[config.mk]
export PLATFORM = sky130hd
export DESIGN_NAME = led_palette_phase_cycler_core_flat
export DESIGN_NICKNAME = d
export VERILOG_FILES = /design/src/rtl/core/lpc_pkg.sv /design/src/rtl/core/lpc_if.sv /design/src/rtl/core/lpc_ram.sv /design/src/rtl/core/lpc_mod.sv /design/src/rtl/core/led_palette_phase_cycler_core.sv /design/src/flat_wrapper.sv
export SDC_FILE = /design/constraint.sdc
export NUM_CORES = 1
export LEC_CHECK = 0
export ABC_AREA = 1
export BUFFER_PORTS_ARGS = -buffer_cell sky130_fd_sc_hd__buf_2
export CAP_MARGIN = 20
export CORE_MARGIN = 3
export CORE_UTILIZATION = 50
export DETAILED_ROUTE_END_ITERATION = 8
export GPL_ROUTABILITY_DRIVEN = 0
export GPL_TIMING_DRIVEN = 0
export PLACE_DENSITY = 0.76
export SLEW_MARGIN = 20
export SYNTH_ARGS = -nofsm -noshare
export SYNTH_HDL_FRONTEND = slang
export SYNTH_SLANG_ARGS = --single-unit
[constraint.sdc]
create_clock -name clock -period 6.6 [get_ports clock]
set_input_delay 0.99 -clock clock [delete_from_list [all_inputs] [get_ports clock]]
set_output_delay 0.99 -clock clock [all_outputs]
set_load 0.1 [all_outputs]
[src/rtl/core/lpc_pkg.sv]
// Shared constants, types and arithmetic helpers of the LED palette phase cycler.
package lpc_pkg;

   localparam int LEDS       = 16;
   localparam int INTERVAL   = 64;
   localparam int MAX_COLORS = 6;

   localparam int PAL_DEPTH  = 6;
   localparam int NUM_CH     = 3;

   localparam int OP_W       = 2;
   localparam int AMT_W      = 16;
   localparam int LED_W      = 5;
   localparam int PV_W       = 9;
   localparam int CH_W       = 8;
   localparam int RGB_W      = 3 * CH_W;
   localparam int CC_W       = 3;
   localparam int CSR_IDX_W  = 3;
   localparam int CSR_DATA_W = RGB_W;

   localparam int PH_W       = $clog2(INTERVAL * MAX_COLORS + 1);
   localparam int SUM_W      = PH_W + 1;
   localparam int LED_AW     = (LEDS > 1) ? $clog2(LEDS) : 1;
   localparam int LED_CW     = $clog2(LEDS + 1);
   localparam int PAL_AW     = $clog2(PAL_DEPTH);
   localparam int FR_W       = $clog2(INTERVAL);
   localparam int WT_W       = $clog2(INTERVAL + 1);
   localparam int MIX_W      = CH_W + WT_W;
   localparam int RED_STEPS  = $clog2(2 * MAX_COLORS);
   localparam int MOD_CW     = $clog2(AMT_W);

   localparam logic [CC_W-1:0] CC_RESET = CC_W'(6);

   localparam logic [CSR_IDX_W-1:0] REG_COLOR_COUNT   = CSR_IDX_W'(0);
   localparam logic [CSR_IDX_W-1:0] REG_PALETTE_FIRST = CSR_IDX_W'(1);
   localparam logic [CSR_IDX_W-1:0] REG_PALETTE_LAST  = CSR_IDX_W'(6);

   typedef enum logic [OP_W-1:0] {
      OP_ADVANCE = 2'd0,
      OP_READ    = 2'd1,
      OP_WRITE   = 2'd2,
      OP_CLEAR   = 2'd3
   } op_type;

   typedef enum logic [2:0] {
      ST_IDLE,
      ST_WR_MOD,
      ST_ADV_MOD,
      ST_ADV,
      ST_RD_PH,
      ST_RD_PA,
      ST_RD_PB,
      ST_RD_OUT
   } state_type;

   typedef struct packed {
      logic             start;
      logic [AMT_W-1:0] dividend;
      logic [PH_W-1:0]  divisor;
   } mod_req_type;

   typedef struct packed {
      logic            done;
      logic [PH_W-1:0] remainder;
   } mod_rsp_type;

   typedef struct packed {
      logic [PAL_AW-1:0] entry;
      logic [FR_W-1:0]   frac;
   } pos_type;

   function automatic logic [CC_W-1:0] colours_used(logic [CC_W-1:0] cc);
      logic [CC_W-1:0] cu;
      cu = cc;
      if (cu == '0) begin
         cu = CC_W'(1);
      end else if (cu > CC_W'(MAX_COLORS)) begin
         cu = CC_W'(MAX_COLORS);
      end
      return cu;
   endfunction

   function automatic logic [PH_W-1:0] period_of(logic [CC_W-1:0] cc);
      return PH_W'(colours_used(cc) * INTERVAL);
   endfunction

   // Reduces a value below 2^RED_STEPS periods by shifted compare and subtract.
   function automatic logic [PH_W-1:0] reduce_phase(logic [SUM_W-1:0] x, logic [PH_W-1:0] p);
      logic [SUM_W+RED_STEPS-1:0] r;
      logic [SUM_W+RED_STEPS-1:0] d;
      r = (SUM_W+RED_STEPS)'(x);
      for (int k = RED_STEPS - 1; k >= 0; k--) begin
         d = (SUM_W+RED_STEPS)'(p) << k;
         if (r >= d) begin
            r = r - d;
         end
      end
      return r[PH_W-1:0];
   endfunction

   function automatic pos_type split_phase(logic [PH_W-1:0] ph);
      pos_type         pos;
      logic [PH_W-1:0] base;
      pos.entry = '0;
      base      = '0;
      for (int k = 1; k < MAX_COLORS; k++) begin
         if (ph >= PH_W'(k * INTERVAL)) begin
            pos.entry = PAL_AW'(k);
            base      = PH_W'(k * INTERVAL);
         end
      end
      pos.frac = FR_W'(ph - base);
      return pos;
   endfunction

   function automatic logic [MIX_W-1:0] mix_channel(logic [CH_W-1:0] a, logic [CH_W-1:0] b,
                                                    logic [FR_W-1:0] f);
      logic [WT_W-1:0] wa;
      logic [WT_W-1:0] wb;
      wb = WT_W'(f);
      wa = WT_W'(INTERVAL) - wb;
      return (MIX_W'(a) * MIX_W'(wa)) + (MIX_W'(b) * MIX_W'(wb));
   endfunction

   // Truncating division by the interval; the quotient always fits one channel.
   function automatic logic [CH_W-1:0] div_interval(logic [MIX_W-1:0] x);
      return CH_W'(x / MIX_W'(INTERVAL));
   endfunction

endpackage

[src/rtl/core/lpc_if.sv]
// Handshake interfaces for the request, response and register write channels.
interface lpc_req_if;
   import lpc_pkg::*;
   logic              valid;
   logic              ready;
   op_type            operation;
   logic [AMT_W-1:0]  amount;
   logic [LED_W-1:0]  led_index;
   logic [PV_W-1:0]   phase_value;
   modport source (output valid, operation, amount, led_index, phase_value, input ready);
   modport sink   (input valid, operation, amount, led_index, phase_value, output ready);
endinterface

interface lpc_rsp_if;
   import lpc_pkg::*;
   logic             valid;
   logic             ready;
   logic [CH_W-1:0]  red;
   logic [CH_W-1:0]  green;
   logic [CH_W-1:0]  blue;
   modport source (output valid, red, green, blue, input ready);
   modport sink   (input valid, red, green, blue, output ready);
endinterface

interface lpc_csr_if;
   import lpc_pkg::*;
   logic                  valid;
   logic                  ready;
   logic [CSR_IDX_W-1:0]  index;
   logic [CSR_DATA_W-1:0] data;
   modport source (output valid, index, data, input ready);
   modport sink   (input valid, index, data, output ready);
endinterface

[src/rtl/core/lpc_ram.sv]
// Generic single-write, single-read RAM with a registered read port.
module lpc_ram #(
   parameter int WIDTH = 8,
   parameter int DEPTH = 16
) (
   input  logic                                   clock,
   input  logic                                   wr_en,
   input  logic [((DEPTH > 1) ? $clog2(DEPTH) : 1)-1:0] wr_addr,
   input  logic [WIDTH-1:0]                       wr_data,
   input  logic                                   rd_en,
   input  logic [((DEPTH > 1) ? $clog2(DEPTH) : 1)-1:0] rd_addr,
   output logic [WIDTH-1:0]                       rd_data
);
   logic [WIDTH-1:0] mem_ff [DEPTH];
   logic [WIDTH-1:0] rd_data_ff;

   always_ff @(posedge clock) begin
      if (wr_en) begin
         mem_ff[wr_addr] <= wr_data;
      end
      if (rd_en) begin
         rd_data_ff <= mem_ff[rd_addr];
      end
   end

   assign rd_data = rd_data_ff;
endmodule

[src/rtl/core/lpc_mod.sv]
// Bit-serial remainder unit: reduces a step count modulo the current period.
module lpc_mod (
   input  logic                 clock,
   input  logic                 reset,
   input  lpc_pkg::mod_req_type mod_req,
   output lpc_pkg::mod_rsp_type mod_rsp
);
   import lpc_pkg::*;

   logic              busy_ff, busy_in;
   logic              done_ff, done_in;
   logic [MOD_CW-1:0] cnt_ff, cnt_in;
   logic [AMT_W-1:0]  dvd_ff, dvd_in;
   logic [PH_W-1:0]   dsr_ff, dsr_in;
   logic [PH_W-1:0]   rem_ff, rem_in;
   logic [PH_W:0]     trial;
   logic [PH_W:0]     diff;
   logic [PH_W-1:0]   rem_step;

   always_comb begin
      trial    = {rem_ff, dvd_ff[AMT_W-1]};
      diff     = trial - {1'b0, dsr_ff};
      rem_step = (trial >= {1'b0, dsr_ff}) ? diff[PH_W-1:0] : trial[PH_W-1:0];
   end

   always_comb begin
      busy_in = busy_ff;
      done_in = 1'b0;
      cnt_in  = cnt_ff;
      dvd_in  = dvd_ff;
      dsr_in  = dsr_ff;
      rem_in  = rem_ff;
      priority if (mod_req.start) begin
         busy_in = 1'b1;
         cnt_in  = '0;
         dvd_in  = mod_req.dividend;
         dsr_in  = mod_req.divisor;
         rem_in  = '0;
      end else if (busy_ff) begin
         rem_in = rem_step;
         dvd_in = dvd_ff << 1;
         cnt_in = cnt_ff + MOD_CW'(1);
         if (cnt_ff == MOD_CW'(AMT_W - 1)) begin
            busy_in = 1'b0;
            done_in = 1'b1;
         end
      end
   end

   always_ff @(posedge clock) begin
      if (reset) begin
         busy_ff <= 1'b0;
         done_ff <= 1'b0;
         cnt_ff  <= '0;
      end else begin
         busy_ff <= busy_in;
         done_ff <= done_in;
         cnt_ff  <= cnt_in;
      end
      dvd_ff <= dvd_in;
      dsr_ff <= dsr_in;
      rem_ff <= rem_in;
   end

   assign mod_rsp.done      = done_ff;
   assign mod_rsp.remainder = rem_ff;
endmodule

[src/rtl/core/led_palette_phase_cycler_core.sv]
// Top level of the LED palette phase cycler: phase memory, palette memory and control.
//
//   Channel  Direction  Carries
//   req_bus  in         operation, amount, led_index, phase_value
//   rsp_bus  out        red, green, blue (one item per colour read)
//   csr_bus  in         index, data (colour count and palette writes)
//
// One item is handled at a time. Phase writes and advances wait on the serial
// remainder unit (one bit per cycle); an advance then rewrites every phase in turn
// through the single read port of the phase memory.
// Reset is synchronous; phases and palette entries read as zero until written.
// A finished colour waits in the output register while the next item is taken.
module led_palette_phase_cycler_core (
   input logic       clock,
   input logic       reset,
   lpc_req_if.sink   req_bus,
   lpc_rsp_if.source rsp_bus,
   lpc_csr_if.sink   csr_bus
);
   import lpc_pkg::*;

   state_type         state_ff, state_in;
   logic [CC_W-1:0]   color_count_ff;
   logic [PAL_DEPTH-1:0] pal_vld_ff;
   logic [LEDS-1:0]   ph_vld_ff, ph_vld_in;
   logic [LED_AW-1:0] led_ff, led_in;
   logic [LED_CW-1:0] rd_ptr_ff, rd_ptr_in;
   logic              adv_vld_ff, adv_vld_in;
   logic [LED_AW-1:0] adv_addr_ff, adv_addr_in;
   logic [PH_W-1:0]   am_ff, am_in;
   logic              ph_hit_ff, ph_hit_in;
   logic              pal_hit_ff, pal_hit_in;
   logic [PAL_AW-1:0] e_ff, e_in;
   logic [FR_W-1:0]   f_ff, f_in;
   logic [RGB_W-1:0]  ca_ff, ca_in;
   logic [MIX_W-1:0]  mix_ff [NUM_CH];
   logic [MIX_W-1:0]  mix_in [NUM_CH];
   logic              rsp_vld_ff, rsp_vld_in;
   logic [CH_W-1:0]   red_ff, red_in;
   logic [CH_W-1:0]   green_ff, green_in;
   logic [CH_W-1:0]   blue_ff, blue_in;

   logic              req_fire;
   logic              csr_fire;
   logic              led_ok;
   logic              out_free;
   logic [PH_W-1:0]   period;
   logic [CC_W-1:0]   cused;
   logic [PH_W-1:0]   ph_eff;
   logic [RGB_W-1:0]  pal_eff;
   pos_type           pos;
   logic [PAL_AW:0]   e_next;

   logic              ph_wr_en, ph_rd_en;
   logic [LED_AW-1:0] ph_wr_addr, ph_rd_addr;
   logic [PH_W-1:0]   ph_wr_data, ph_rd_data;
   logic              pal_wr_en, pal_rd_en;
   logic [PAL_AW-1:0] pal_wr_addr, pal_rd_addr;
   logic [RGB_W-1:0]  pal_rd_data;

   mod_req_type       mod_req;
   mod_rsp_type       mod_rsp;

   lpc_ram #(.WIDTH(PH_W), .DEPTH(LEDS)) u_phase_ram (
      .clock   (clock),
      .wr_en   (ph_wr_en),
      .wr_addr (ph_wr_addr),
      .wr_data (ph_wr_data),
      .rd_en   (ph_rd_en),
      .rd_addr (ph_rd_addr),
      .rd_data (ph_rd_data)
   );

   lpc_ram #(.WIDTH(RGB_W), .DEPTH(PAL_DEPTH)) u_palette_ram (
      .clock   (clock),
      .wr_en   (pal_wr_en),
      .wr_addr (pal_wr_addr),
      .wr_data (csr_bus.data),
      .rd_en   (pal_rd_en),
      .rd_addr (pal_rd_addr),
      .rd_data (pal_rd_data)
   );

   lpc_mod u_mod (
      .clock   (clock),
      .reset   (reset),
      .mod_req (mod_req),
      .mod_rsp (mod_rsp)
   );

   assign req_fire = req_bus.valid && req_bus.ready;
   assign csr_fire = csr_bus.valid && csr_bus.ready;
   assign led_ok   = (LED_W+1)'(req_bus.led_index) < (LED_W+1)'(LEDS);
   assign out_free = !rsp_vld_ff || rsp_bus.ready;
   assign period   = period_of(color_count_ff);
   assign cused    = colours_used(color_count_ff);
   assign ph_eff   = ph_hit_ff ? ph_rd_data : '0;
   assign pal_eff  = pal_hit_ff ? pal_rd_data : '0;
   assign pos      = split_phase(reduce_phase(SUM_W'(ph_eff), period));
   assign e_next   = (PAL_AW+1)'(e_ff) + (PAL_AW+1)'(1);

   assign csr_bus.ready = 1'b1;
   assign pal_wr_en     = csr_fire && (csr_bus.index >= REG_PALETTE_FIRST)
                          && (csr_bus.index <= REG_PALETTE_LAST);
   assign pal_wr_addr   = PAL_AW'(csr_bus.index - REG_PALETTE_FIRST);

   always_comb begin
      state_in = state_ff;
      unique case (state_ff)
         ST_IDLE: begin
            if (req_fire) begin
               unique case (req_bus.operation)
                  OP_ADVANCE: state_in = ST_ADV_MOD;
                  OP_WRITE:   state_in = led_ok ? ST_WR_MOD : ST_IDLE;
                  OP_CLEAR:   state_in = ST_IDLE;
                  OP_READ:    state_in = led_ok ? ST_RD_PH : ST_RD_OUT;
               endcase
            end
         end
         ST_WR_MOD: begin
            if (mod_rsp.done) begin
               state_in = ST_IDLE;
            end
         end
         ST_ADV_MOD: begin
            if (mod_rsp.done) begin
               state_in = ST_ADV;
            end
         end
         ST_ADV: begin
            if (rd_ptr_ff == LED_CW'(LEDS)) begin
               state_in = ST_IDLE;
            end
         end
         ST_RD_PH:  state_in = ST_RD_PA;
         ST_RD_PA:  state_in = ST_RD_PB;
         ST_RD_PB:  state_in = ST_RD_OUT;
         ST_RD_OUT: begin
            if (out_free) begin
               state_in = ST_IDLE;
            end
         end
      endcase
   end

   always_comb begin
      req_bus.ready    = (state_ff == ST_IDLE);
      mod_req.start    = 1'b0;
      mod_req.dividend = req_bus.amount;
      mod_req.divisor  = period;
      ph_wr_en    = 1'b0;
      ph_wr_addr  = led_ff;
      ph_wr_data  = mod_rsp.remainder;
      ph_rd_en    = 1'b0;
      ph_rd_addr  = req_bus.led_index[LED_AW-1:0];
      pal_rd_en   = 1'b0;
      pal_rd_addr = pos.entry;
      ph_vld_in   = ph_vld_ff;
      led_in      = led_ff;
      rd_ptr_in   = rd_ptr_ff;
      adv_vld_in  = adv_vld_ff;
      adv_addr_in = adv_addr_ff;
      am_in       = am_ff;
      ph_hit_in   = ph_hit_ff;
      pal_hit_in  = pal_hit_ff;
      e_in        = e_ff;
      f_in        = f_ff;
      ca_in       = ca_ff;
      mix_in      = mix_ff;
      red_in      = red_ff;
      green_in    = green_ff;
      blue_in     = blue_ff;
      rsp_vld_in  = rsp_vld_ff && !rsp_bus.ready;

      unique case (state_ff)
         ST_IDLE: begin
            if (req_fire) begin
               led_in = req_bus.led_index[LED_AW-1:0];
               unique case (req_bus.operation)
                  OP_ADVANCE: begin
                     mod_req.start = 1'b1;
                     rd_ptr_in     = '0;
                  end
                  OP_WRITE: begin
                     mod_req.start    = led_ok;
                     mod_req.dividend = AMT_W'(req_bus.phase_value);
                  end
                  OP_CLEAR: begin
                     ph_vld_in = '0;
                  end
                  OP_READ: begin
                     if (led_ok) begin
                        ph_rd_en  = 1'b1;
                        ph_hit_in = ph_vld_ff[req_bus.led_index[LED_AW-1:0]];
                     end else begin
                        for (int c = 0; c < NUM_CH; c++) begin
                           mix_in[c] = '0;
                        end
                     end
                  end
               endcase
            end
         end
         ST_WR_MOD: begin
            if (mod_rsp.done) begin
               ph_wr_en          = 1'b1;
               ph_vld_in[led_ff] = 1'b1;
            end
         end
         ST_ADV_MOD: begin
            if (mod_rsp.done) begin
               am_in      = mod_rsp.remainder;
               adv_vld_in = 1'b0;
            end
         end
         ST_ADV: begin
            if (rd_ptr_ff < LED_CW'(LEDS)) begin
               ph_rd_en    = 1'b1;
               ph_rd_addr  = rd_ptr_ff[LED_AW-1:0];
               ph_hit_in   = ph_vld_ff[rd_ptr_ff[LED_AW-1:0]];
               adv_vld_in  = 1'b1;
               adv_addr_in = rd_ptr_ff[LED_AW-1:0];
               rd_ptr_in   = rd_ptr_ff + LED_CW'(1);
            end else begin
               adv_vld_in = 1'b0;
            end
            if (adv_vld_ff) begin
               ph_wr_en               = 1'b1;
               ph_wr_addr             = adv_addr_ff;
               ph_wr_data             = reduce_phase(SUM_W'(ph_eff) + SUM_W'(am_ff), period);
               ph_vld_in[adv_addr_ff] = 1'b1;
            end
         end
         ST_RD_PH: begin
            e_in        = pos.entry;
            f_in        = pos.frac;
            pal_rd_en   = 1'b1;
            pal_rd_addr = pos.entry;
            pal_hit_in  = pal_vld_ff[pos.entry];
         end
         ST_RD_PA: begin
            ca_in       = pal_eff;
            pal_rd_en   = 1'b1;
            pal_rd_addr = (e_next >= (PAL_AW+1)'(cused)) ? '0 : e_next[PAL_AW-1:0];
            pal_hit_in  = pal_vld_ff[pal_rd_addr];
         end
         ST_RD_PB: begin
            for (int c = 0; c < NUM_CH; c++) begin
               mix_in[c] = mix_channel(ca_ff[RGB_W-1-CH_W*c -: CH_W],
                                       pal_eff[RGB_W-1-CH_W*c -: CH_W], f_ff);
            end
         end
         ST_RD_OUT: begin
            if (out_free) begin
               red_in     = div_interval(mix_ff[0]);
               green_in   = div_interval(mix_ff[1]);
               blue_in    = div_interval(mix_ff[2]);
               rsp_vld_in = 1'b1;
            end
         end
      endcase
   end

   always_ff @(posedge clock) begin
      if (reset) begin
         state_ff       <= ST_IDLE;
         color_count_ff <= CC_RESET;
         pal_vld_ff     <= '0;
         ph_vld_ff      <= '0;
         rd_ptr_ff      <= '0;
         adv_vld_ff     <= 1'b0;
         rsp_vld_ff     <= 1'b0;
      end else begin
         state_ff   <= state_in;
         ph_vld_ff  <= ph_vld_in;
         rd_ptr_ff  <= rd_ptr_in;
         adv_vld_ff <= adv_vld_in;
         rsp_vld_ff <= rsp_vld_in;
         if (csr_fire && (csr_bus.index == REG_COLOR_COUNT)) begin
            color_count_ff <= csr_bus.data[CC_W-1:0];
         end
         if (pal_wr_en) begin
            pal_vld_ff[pal_wr_addr] <= 1'b1;
         end
      end
      led_ff      <= led_in;
      adv_addr_ff <= adv_addr_in;
      am_ff       <= am_in;
      ph_hit_ff   <= ph_hit_in;
      pal_hit_ff  <= pal_hit_in;
      e_ff        <= e_in;
      f_ff        <= f_in;
      ca_ff       <= ca_in;
      mix_ff      <= mix_in;
      red_ff      <= red_in;
      green_ff    <= green_in;
      blue_ff     <= blue_in;
   end

   assign rsp_bus.valid = rsp_vld_ff;
   assign rsp_bus.red   = red_ff;
   assign rsp_bus.green = green_ff;
   assign rsp_bus.blue  = blue_ff;
endmodule
[src/flat_wrapper.sv]
// flat-port wrapper written by rule: the top's interface ports become plain ports
module led_palette_phase_cycler_core_flat import lpc_pkg::*;
  (clock, reset, req_bus_valid, req_bus_operation, req_bus_amount, req_bus_led_index, req_bus_phase_value, req_bus_ready, rsp_bus_valid, rsp_bus_red, rsp_bus_green, rsp_bus_blue, rsp_bus_ready, csr_bus_valid, csr_bus_index, csr_bus_data, csr_bus_ready);
  lpc_req_if req_bus_i ();
  lpc_rsp_if rsp_bus_i ();
  lpc_csr_if csr_bus_i ();
  input logic clock;
  input logic reset;
  input wire logic [$bits(req_bus_i.valid)-1:0] req_bus_valid;
  input wire logic [$bits(req_bus_i.operation)-1:0] req_bus_operation;
  input wire logic [$bits(req_bus_i.amount)-1:0] req_bus_amount;
  input wire logic [$bits(req_bus_i.led_index)-1:0] req_bus_led_index;
  input wire logic [$bits(req_bus_i.phase_value)-1:0] req_bus_phase_value;
  output wire logic [$bits(req_bus_i.ready)-1:0] req_bus_ready;
  output wire logic [$bits(rsp_bus_i.valid)-1:0] rsp_bus_valid;
  output wire logic [$bits(rsp_bus_i.red)-1:0] rsp_bus_red;
  output wire logic [$bits(rsp_bus_i.green)-1:0] rsp_bus_green;
  output wire logic [$bits(rsp_bus_i.blue)-1:0] rsp_bus_blue;
  input wire logic [$bits(rsp_bus_i.ready)-1:0] rsp_bus_ready;
  input wire logic [$bits(csr_bus_i.valid)-1:0] csr_bus_valid;
  input wire logic [$bits(csr_bus_i.index)-1:0] csr_bus_index;
  input wire logic [$bits(csr_bus_i.data)-1:0] csr_bus_data;
  output wire logic [$bits(csr_bus_i.ready)-1:0] csr_bus_ready;
  assign req_bus_i.valid = req_bus_valid;
  assign req_bus_i.operation = req_bus_operation;
  assign req_bus_i.amount = req_bus_amount;
  assign req_bus_i.led_index = req_bus_led_index;
  assign req_bus_i.phase_value = req_bus_phase_value;
  assign req_bus_ready = req_bus_i.ready;
  assign rsp_bus_valid = rsp_bus_i.valid;
  assign rsp_bus_red = rsp_bus_i.red;
  assign rsp_bus_green = rsp_bus_i.green;
  assign rsp_bus_blue = rsp_bus_i.blue;
  assign rsp_bus_i.ready = rsp_bus_ready;
  assign csr_bus_i.valid = csr_bus_valid;
  assign csr_bus_i.index = csr_bus_index;
  assign csr_bus_i.data = csr_bus_data;
  assign csr_bus_ready = csr_bus_i.ready;
  led_palette_phase_cycler_core u_core (.clock(clock), .reset(reset), .req_bus(req_bus_i), .rsp_bus(rsp_bus_i), .csr_bus(csr_bus_i));
endmodule
Word-level counts from Yosys, hierarchy flattened
Memory sizes are Yosys's and may differ from the RTL's. A register that Yosys moved wholly into a read port is not among the register bits.
Cells that the tools add are included.
Storage, ports and cells
  latch bits: 0
  bits of input ports: 64
  flip-flop bits (word level): 187
  ROM bits: 0
  memories kept: 2
  output and inout port bits: 27
  RAM bits: 288
  logic and storage cells: 251
Memories
  u_core.u_palette_ram.mem_ff: words 6, width 24, read ports 1, clocked after Yosys merged registers in 1, wr ports 1, RTL line lpc_ram.sv:14  | logic [WIDTH-1:0] mem_ff [DEPTH];
  u_core.u_phase_ram.mem_ff: words 16, width 9, read ports 1, clocked after Yosys merged registers in 1, wr ports 1, RTL line lpc_ram.sv:14
Operators by class
  shift-type cells: 0
  bitwise operators: 4
  multiply operators: 6
  equal/unequal tests: 24
  divide/modulo/power cells: 0
  reduce and logical (&&, ||, !) cells: 34
  order comparisons: 30
  add/subtract/negate cells: 19
  multiplexer cells: 105
Operators with widths (number)
  $mux W14: 12
  $mux W44: 3
  $mux W16: 7
  $pmux W44 S2: 1
  $mux W9: 6
  $pmux W16 S3: 1
  $mul A8 B6 Y14: 3
  $mux W17: 2
  $mux W3: 11
  $or A16 B16 Y16: 2
  $mux W1: 31
  $add A15 B14 Y15: 2
  $mul A8 B7 Y15: 2
  $ge A14 B10 Y1: 2
  $ge A14 B11 Y1: 2
  $ge A14 B9 Y1: 2
  $sub A14 B10 Y14: 2
  $sub A14 B11 Y14: 2
  $sub A9 B9 Y9: 3
  $mux W24: 1
  $mux W6: 4
  $pmux W3 S8: 1
  $lt A4 B5 Y1 const B: 4
  $ge A9 B8 Y1 const B: 2
  56 further kinds: 114

Depth between registers and ports, before layout
Gate-level depths: netlist of run 1.
  word-level depth: 20
  mapped depth: 49
  gate-level depth less buffers: 48

By module
Synthesis of run 1 repeated with hierarchy kept, for this count alone.
Unflattened totals
  cells, all modules: 3462
  area, all modules: 32351.0 um^2
Modules (own cells, without submodules)
  led_palette_phase_cycler_core: times used 1, cells an instance 2111, area each 17225.3 um^2, sequential area each 3703.6 um^2
  lpc_ram at u_core.u_phase_ram: times used 1, cells an instance 617, area each 6591.3 um^2, sequential area each 4594.4 um^2
  lpc_ram at u_core.u_palette_ram: times used 1, cells an instance 474, area each 6414.9 um^2, sequential area each 5044.8 um^2
  lpc_mod: times used 1, cells an instance 260, area each 2119.5 um^2, sequential area each 1051.0 um^2

Least setup slack after synthesis of run 1
No wires, ideal clock.
  kind: register to register
  from: reg u_core.ph_hit_ff
  to: mem u_core.u_phase_ram.mem_ff[0][7] (netlist bit), data pin
  data required time: 6.215 ns
  slack: -0.457 ns
  clock period less this slack: 7.057 ns
  path buffers: 1
  setup time: 0.385 ns
  cell stages (with the launch flop): 47
  data arrival time: 6.671 ns
  cells stage by stage: edfxtp_1 buf_6 nand2_1 inv_1 ha_1 a21oi_1 nand2_1 nand3_1 nand2_1 nand2_1 nand2_1 a21oi_1 ha_1 inv_1 ha_1 ha_1 inv_1 nand2_1 [... 11 more ...] nor2_1 nor2_1 nand3_1 nor2_1 inv_1 o21ai_0 inv_1 fa_1 inv_1 nand2_1 a221oi_1 nand3_1 a21oi_1 nand2_1 nor2_1 nand2_1 nand3_1 o21ai_0
Between the ends
  cells in the longest elaborated chain, start to end: 18
  elaborated cells between the ends (all ways): 22
  classes of those cells: add/sub (5); order compare (4); mux (13)
RTL lines
  start: declaration: RTL line led_palette_phase_cycler_core.sv:31  | logic ph_hit_ff, ph_hit_in;
  start signal: assignment: RTL line led_palette_phase_cycler_core.sv:289  | ph_hit_ff <= ph_hit_in;
  $mux W9 *: RTL line led_palette_phase_cycler_core.sv:97  | assign ph_eff = ph_hit_ff ? ph_rd_data : '0;
  net u_core.ph_eff[2]: RTL line led_palette_phase_cycler_core.sv:49  | logic [PH_W-1:0] ph_eff;
  $add A9 B9 Y10 *: RTL line led_palette_phase_cycler_core.sv:230  | ph_wr_data = reduce_phase(SUM_W'(ph_eff) + SUM_W'(am_ff), period);
  $sub A10 B12 Y13 / $ge A10 B12 Y1 (equally long branches): RTL line lpc_pkg.sv:95, lpc_pkg.sv:94
  $mux W14 *: RTL line lpc_pkg.sv:94  | if (r >= d) begin
  $mux W14 *: RTL line led_palette_phase_cycler_core.sv:227  | if (adv_vld_ff) begin
  $mux W14 *: RTL line led_palette_phase_cycler_core.sv:175  | unique case (state_ff)
  $sub A14 B11 Y14 / $ge A14 B11 Y1 (equally long branches): RTL line lpc_pkg.sv:95, lpc_pkg.sv:94
  [... 4 more ...]
  $mux W14 *: RTL line lpc_pkg.sv:94
  $mux W14 *: RTL line led_palette_phase_cycler_core.sv:227
  $mux W14 *: RTL line led_palette_phase_cycler_core.sv:175
  $ge A14 B9 Y1 / $sub A9 B9 Y9 (equally long branches): RTL line lpc_pkg.sv:94, lpc_pkg.sv:95
  $mux W9 *: RTL line lpc_pkg.sv:94
  $mux W9 *: RTL line led_palette_phase_cycler_core.sv:227
  $mux W9 *: RTL line led_palette_phase_cycler_core.sv:175
  net u_core.ph_wr_data[7]: RTL line led_palette_phase_cycler_core.sv:56  | logic [PH_W-1:0] ph_wr_data, ph_rd_data;
  end: declaration: RTL line lpc_ram.sv:14
The timed path passes the listed nets; every way through them passes the cells marked *. The select of a mux whose other input is x is not followed.

Worst setup path in the final report of run 1
  from: reg u_core.ph_hit_ff
  to: mem u_core.u_phase_ram.mem_ff[15][8] (netlist bit), data pin
The elaborated chain is that of the path after synthesis.

==> results of run 1 <==
## cell families (layout without fill, tap and decap cells)
family / after synthesis / count (layout) / share of synthesized area [%]
adder cells (fa/ha/maj): 399 / 399 / 21.5
other: 1 / 2 / 0.0121
XOR/XNOR: 37 / 37 / 1.04
multiplexers: 1 / 1 / 0.0322
flip-flops: 490 / 490 / 45.7
buffers and inverters: 675 / 952 / 8.50
AND/OR/NAND/NOR: 1151 / 1151 / 15.6
AO/OA/AOI/OAI: 420 / 422 / 7.61
## synthesized netlist by cell type, types with 20 or more instances
master,number
nand3_1,125
edfxtp_1,440
xnor2_1,20
o21ai_0,200
clkbuf_1,65
o21ai_1,25
a21oi_1,88
inv_1,566
o221ai_1,25
ha_1,173
nand2_1,578
nor2_1,340
nand3b_1,41
o22ai_1,28
fa_1,226
dfxtp_1,50
## path summary, 6_finish.rpt
kind	from	to	slack, ns	cells past startpoint
worst max-delay path	u_core.ph_hit_ff$_DFFE_PP_	u_core.u_phase_ram.mem_ff[15][8]$_DFFE_PP_	-0.26	47
worst min-delay path	u_core.mix_ff[42]$_SDFFCE_PN0P_	u_core.rsp_bus.red[6]$_DFFE_PP_	0.41	0
worst max register to register	u_core.ph_hit_ff$_DFFE_PP_	u_core.u_phase_ram.mem_ff[15][8]$_DFFE_PP_	-0.26	47
worst min register to register	u_core.mix_ff[42]$_SDFFCE_PN0P_	u_core.rsp_bus.red[6]$_DFFE_PP_	0.41	0
## metal layers
layer  vias up  share of wire (%)  global-route usage (%)
met5         -                  0                       0
met4         0                3.8                    8.60
met3       228                8.1                    3.40
met2      1175                 48                    37.1
met1     11300                 40                    31.2
li1      10800                  -                       -
## power by group through the flow
stage,clock network [uW],logic [uW],registers (uW)
floorplan,0,3190,3820
global placement,0,4180,3840
detailed placement,0,4360,3840
CTS,2910,4510,3780
global route,3030,5520,3800
finish,2880,4840,3780
## state kept, by name (all words and copies together), names as in the netlist, 16 cells and up
register,cells
u_core.u_palette_ram.mem_ff,144
u_core.u_phase_ram.mem_ff,144
u_core.u_mod.dvd_ff,16
u_core.u_palette_ram.rd_data,24
u_core.ca_ff,24
u_core.mix_ff,24
u_core.ph_vld_ff,16
## worst max-delay path: cells and delay by family (launching register included)
kind | cells | cell delay, ns
compound gates | 9 | 1.38
fa+ha+maj | 7 | 1.75
buf+inv | 11 | 1.00
flops | 1 | 0.47
simple gates | 20 | 1.99
## cell type report
cell class,count,area (um^2)
timing repair buffer,184,1250
timing repair inverter,1,5.00
tap,828,1040
sequential,490,14200
inverter,579,2210
clock inverter,34,322
buffer,91,554
clock buffer,63,1390
multi-input combinational,2011,15000
antenna,1,2.50
fill,4842,24900
## stage by stage
| step | worst slack [ns] | hold slack, ns | total power, uW |
|---|---|---|---|
| 2_1_floorplan | 0.0524 | 0.400 | 7010 |
| 3_3_place_gp | -1.27 | 0.402 | 8020 |
| 3_5_place_dp | -1.37 | 0.405 | 8190 |
| 4_1_cts | -0.0224 | 0.406 | 11200 |
| 5_1_grt | -0.567 | 0.420 | 12300 |
| 6_report | -0.263 | 0.414 | 11500 |
## what timing repair did
| item | CTS | global route |
|---|---|---|
| setup buffers | 28 | 44 |
| cloned | 2 | 3 |
| endpoints found under the setup margin | 74 | 86 |
| pin swaps | 22 | 55 |
| gates resized for setup | 85 | 142 |
==> flow_metrics.env, run 1 <==
export IMPL_globalRouteTotalUtil_pct=22.8
export IMPL_cts_tree="built"
export IMPL_cts_root_buffer="clkbuf_16"
export IMPL_crit_top_cell="nand2_2"
export IMPL_drt_wl_total_mm=78.2
export IMPL_nets=3873
export IMPL_antenna_found_initial=0
export IMPL_die_w_um=255
export IMPL_combPwrFrac_pct=42.1
export IMPL_worstPathArrival_ns=7.22
export IMPL_fin_util_pct=59.1
export IMPL_post_synth_cell_area_avg_um2=9.80
export IMPL_hold_viol_final=0
export IMPL_synth_edf_count=440
export IMPL_p_sw_uw=4430
export IMPL_synthCells=3174
export IMPL_cap_violations=0
export IMPL_min_path_type="flip-flop to flip-flop"
export IMPL_finalInstanceArea_mm2=0.0360
export IMPL_grt_ovfl_total=0
export IMPL_yosysTopAreaCell="edfxtp_1"
export IMPL_rsz0062_at_grt="true"
export IMPL_placed_area_mm2=0.0329
export IMPL_insertion_delay_ns=0.65
export IMPL_clockPowerShare_pct=25.0
export IMPL_crit_slowest_cell="edfxtp_1"
export IMPL_irDropWorstVdd_mv=0.244
export IMPL_rows=90
export IMPL_synth_top_cell_area_share_pct=42.5
export IMPL_max_freq_mhz=146
export IMPL_mostFrequentLayoutCells="nand2_1, inv_1, edfxtp_1, nor2_1, fa_1"
export IMPL_synth_seq_area_share_pct=45.7
export IMPL_synth_main_ff_cell="edfxtp_1"
export IMPL_io_pins=91
export IMPL_max_slew_margin_pct=28.8
export IMPL_via_per_inst=5.48
export IMPL_ant_nets=0
export IMPL_routed_via_count=23500
export IMPL_start_util_pct=51.1
export IMPL_period_minus_slack_ns=6.86
export IMPL_tns_ns=-9.68
export IMPL_coreArea_mm2=0.0609
export IMPL_async_flop_share_pct=0
export IMPL_clock_sinks=490
export IMPL_grt_max_degree=26
export IMPL_max_clock_path_buffers=3
export IMPL_die_area_mm2=0.0652
export IMPL_seq_power_share_pct=32.9
export IMPL_grt_pass1_wl_mm=120
export IMPL_violations="setup timing"
export IMPL_drv_slew=0
export IMPL_synth_seq_cells=490
export IMPL_crit_path_max_fanout=8
export IMPL_synth_nets=3637
export IMPL_grt_pass1_vias=22600
export IMPL_wl_per_cell_um=18.3
export IMPL_worst_slew_pin_slew_ns=1.06
export IMPL_synth_distinct_cells=52
export IMPL_drt_iter0_markers=2230
export IMPL_route_detailed_drc=0
export IMPL_fin_skew_ns=0.0511
export IMPL_p_leak_uw=0.0158
export IMPL_die_h_um=255
export IMPL_dp_cells=4110
export IMPL_final_cells=4282
export IMPL_status="complete, but fails checks"
export IMPL_clk_pin_slew_ns=0.06
export IMPL_p_sw_share_pct=38.5
export IMPL_h_tree_depth=2
export IMPL_cp_required_ns=6.96
export IMPL_firstDrtPassIters=5
export IMPL_drive_gt1_share_pct=14.2
export IMPL_fin_crit_sh_pct=104
export IMPL_synthTopCellsByArea="edfxtp_1, fa_1, nand2_1"
export IMPL_p_int_uw=7070
export IMPL_cp_slowest_stage_delay_ns=0.47
export IMPL_hold_buffers=0
export IMPL_worst_slack_ns=-0.263
export IMPL_final_common_cell="nand2_1"
export IMPL_synth_area_mm2=0.0311
export IMPL_critPathCaptureType="flip-flop"
export IMPL_dpl_hpwl_mm=54.1
export IMPL_cts_buffers=52
export IMPL_finalSetupViolations=48
export IMPL_critPathKind="flip-flop to flip-flop"
export IMPL_start_kind="flip-flop"
export IMPL_power_density_mw_per_mm2=319
export IMPL_port_buffers=89
export IMPL_area_growth_synth_to_final_pct=15.8
export IMPL_yosysWarnings=0
(Power assumes the default switching activity.)
==> inputs of run 2 (changes only) <==
--- a/config.mk
+++ b/config.mk
@@ -14,5 +14,6 @@
 export GPL_ROUTABILITY_DRIVEN = 0
 export GPL_TIMING_DRIVEN = 0
-export PLACE_DENSITY = 0.76
+export PLACE_DENSITY_LB_ADDON = 0.2
+export REMOVE_ABC_BUFFERS = 1
 export SLEW_MARGIN = 20
 export SYNTH_ARGS = -nofsm -noshare
==> constraint.sdc (replaced) <==
create_clock -name clock -period 6.6 [get_ports clock]
set_input_delay 0.33 -clock clock [delete_from_list [all_inputs] [get_ports clock]]
set_output_delay 0.33 -clock clock [all_outputs]
set_load 0.1 [all_outputs]
==> flow_metrics.env, run 2 (synthesis gave the netlist of run 1 again) <==
export IMPL_status="complete, but fails checks"
export IMPL_violations="setup timing"
export IMPL_die_w_um=255
export IMPL_cp_top_family="simple AND/OR/NAND/NOR gates"
export IMPL_start_kind="flip-flop"
export IMPL_finalInstanceArea_mm2=0.0362
export IMPL_insertion_delay_ns=0.62
export IMPL_io_pins=91
export IMPL_dpl_hpwl_mm=52.9
export IMPL_firstDrtPassIters=7
export IMPL_critPathCaptureType="flip-flop"
export IMPL_antenna_found_initial=1
export IMPL_coreArea_mm2=0.0609
export IMPL_grt_pass1_wl_mm=124
export IMPL_irDropWorstVdd_mv=0.380
export IMPL_crit_path_max_fanout=6
export IMPL_die_h_um=255
export IMPL_globalRouteTotalUtil_pct=23.8
export IMPL_clock_sinks=490
export IMPL_drt_wl_total_mm=80.9
export IMPL_min_from="req_bus_amount[14]"
export IMPL_max_freq_mhz=148
export IMPL_nets=3831
export IMPL_drt_iter0_markers=1710
export IMPL_area_growth_synth_to_final_pct=16.5
export IMPL_die_area_mm2=0.0652
export IMPL_clk_pin_slew_ns=0.06
export IMPL_fin_crit_sh_pct=102
export IMPL_power_density_mw_per_mm2=320
export IMPL_h_tree_depth=2
export IMPL_worstPathArrival_ns=7.11
export IMPL_cts_tree="built"
export IMPL_grt_max_degree=74
export IMPL_cp_slowest_stage_delay_ns=0.39
export IMPL_port_buffers=89
export IMPL_dp_cells=4022
export IMPL_via_per_inst=5.48
export IMPL_worst_slew_pin_slew_ns=1.33
export IMPL_rr_worst_depth=48
export IMPL_fin_skew_ns=0.0262
export IMPL_rsz0062_at_grt="true"
export IMPL_tns_ns=-5.65
export IMPL_final_common_cell="nand2_1"
export IMPL_hold_viol_final=0
export IMPL_period_minus_slack_ns=6.75
export IMPL_mostFrequentLayoutCells="nand2_1, inv_1, edfxtp_1, nor2_1, fa_1"
export IMPL_placed_area_mm2=0.0326
export IMPL_min_path_type="input pin to flip-flop"
export IMPL_worst_slack_ns=-0.153
export IMPL_crit_buf_inv=11
export IMPL_crit_slowest_cell="fa_2"
export IMPL_route_detailed_drc=0
export IMPL_routed_via_count=23200
export IMPL_start_util_pct=51.1
export IMPL_drv_slew=0
export IMPL_ant_nets=0
export IMPL_grt_pass1_vias=23600
export IMPL_rows=90
export IMPL_r2r_slack_ns=-0.15
export IMPL_final_cells=4239
export IMPL_r2r_start="u_core.ph_hit_ff$_DFFE_PP_"
export IMPL_finalSetupViolations=48
export IMPL_grt_ovfl_total=0
export IMPL_diodes=0
export IMPL_max_clock_path_buffers=3
export IMPL_cts_buffers=54
export IMPL_critPathKind="flip-flop to flip-flop"
export IMPL_worstHoldPathCells=3
export IMPL_cp_required_ns=6.96
export IMPL_crit_top_cell="inv_2"
export IMPL_p_leak_uw=0.0159
export IMPL_hold_end="u_core.u_mod.dvd_ff[14]$_DFFE_PP_"
export IMPL_r2r_end="u_core.u_phase_ram.mem_ff[14][7]$_DFFE_PP_"
export IMPL_wl_per_cell_um=19.1
export IMPL_drive_gt1_share_pct=14.5
export IMPL_largest_registers="u_core.u_palette_ram.mem_ff x144, u_core.u_phase_ram.mem_ff x144"
export IMPL_max_slew_margin_pct=11.2
export IMPL_cts_root_buffer="clkbuf_16"
export IMPL_cap_violations=0
## run 2: cell types whose count changed in the layout (fill, tap and decap cells not counted), moves of 5 or more
cell / before / now
dlygate4sd3_1: 0 / 26
o21ai_1: 31 / 25
clkbuf_1: 57 / 4
clkinvlp_4: 6 / 11
inv_6: 0 / 6
nand3_1: 117 / 100
inv_4: 8 / 3
buf_2: 97 / 89
clkbuf_2: 6 / 0
nand3_2: 9 / 26
nand2_8: 3 / 13
buf_4: 90 / 77
## run 2: per-stage QoR
stage	hold WS [ns]	util [%]	power [uW]	worst slack (ns)
finish	0.0372	59.5	11600	-0.153
global route	0.0243	59.5	12400	-0.396
CTS	0.00323	58.0	11300	0.00928
detailed placement	0.407	53.5	8160	-1.75
global placement	0.402	52.7	7940	-3.53
floorplan	0.399	-	6900	-0.505
## run 2: worst min-delay path: cells and delay by family
kind          cells  cell delay, ns
buf+inv           1            0.08
simple gates      2            0.11
## run 2: area by class of cell
cell class                      instances  area (um^2)
Multi-Input combinational cell       2021        15300
Sequential cell                       490        14200
Fill cell                            4963        24700
Clock inverter                         39          332
Timing Repair Buffer                  219         1690
Clock buffer                           60         1390
Inverter                              579         2220
Tap cell                              828         1040
Timing Repair inverter                  3         17.5
## run 2: routing by layer
metal | GRT usage (%) | wire length [um] | vias up
met5 | 0 | 13 | -
met4 | 8.89 | 2820 | 2
met3 | 3.25 | 4910 | 181
met2 | 43.6 | 41900 | 791
met1 | 28.6 | 31200 | 11500
li1 | - | - | 10700
## run 2: timing repair
action	4_1_cts	5_1_grt
pin swaps	36	53
hold buffers	26	0
resized for setup	108	98
endpoints found under the setup margin	97	84
gates cloned	9	7
setup buffers	37	39
hold endpoints to repair	146	0
## run 2: report_power, final
part | switching (uW) | leakage, uW | internal [uW]
Clock | 1300 | 0.000841 | 1650
Sequential | 95.0 | 0.00447 | 3690
Combinational | 3120 | 0.0106 | 1740
Total | 4510 | 0.0159 | 7080
## run 2: how the worst max path moves through the flow
stage,start,endpoint,slack [ns],cells past startpoint
2_1_floorplan,u_core.ph_hit_ff$_DFFE_PP_,u_core.u_phase_ram.mem_ff[0][7]$_DFFE_PP_,-0.51,45
3_3_place_gp,u_core.f_ff[0]$_DFFE_PP_,u_core.mix_ff[13]$_SDFFCE_PN0P_,-3.53,24
3_5_place_dp,u_core.color_count_ff[1]$_SDFFE_PP1P_,u_core.u_palette_ram.rd_data[5]$_DFFE_PP_,-1.75,42
4_1_cts,u_core.ph_hit_ff$_DFFE_PP_,u_core.u_phase_ram.mem_ff[11][7]$_DFFE_PP_,0.009,43
5_1_grt,u_core.ph_hit_ff$_DFFE_PP_,u_core.u_phase_ram.mem_ff[5][8]$_DFFE_PP_,-0.40,47
6_report,u_core.ph_hit_ff$_DFFE_PP_,u_core.u_phase_ram.mem_ff[14][7]$_DFFE_PP_,-0.15,48
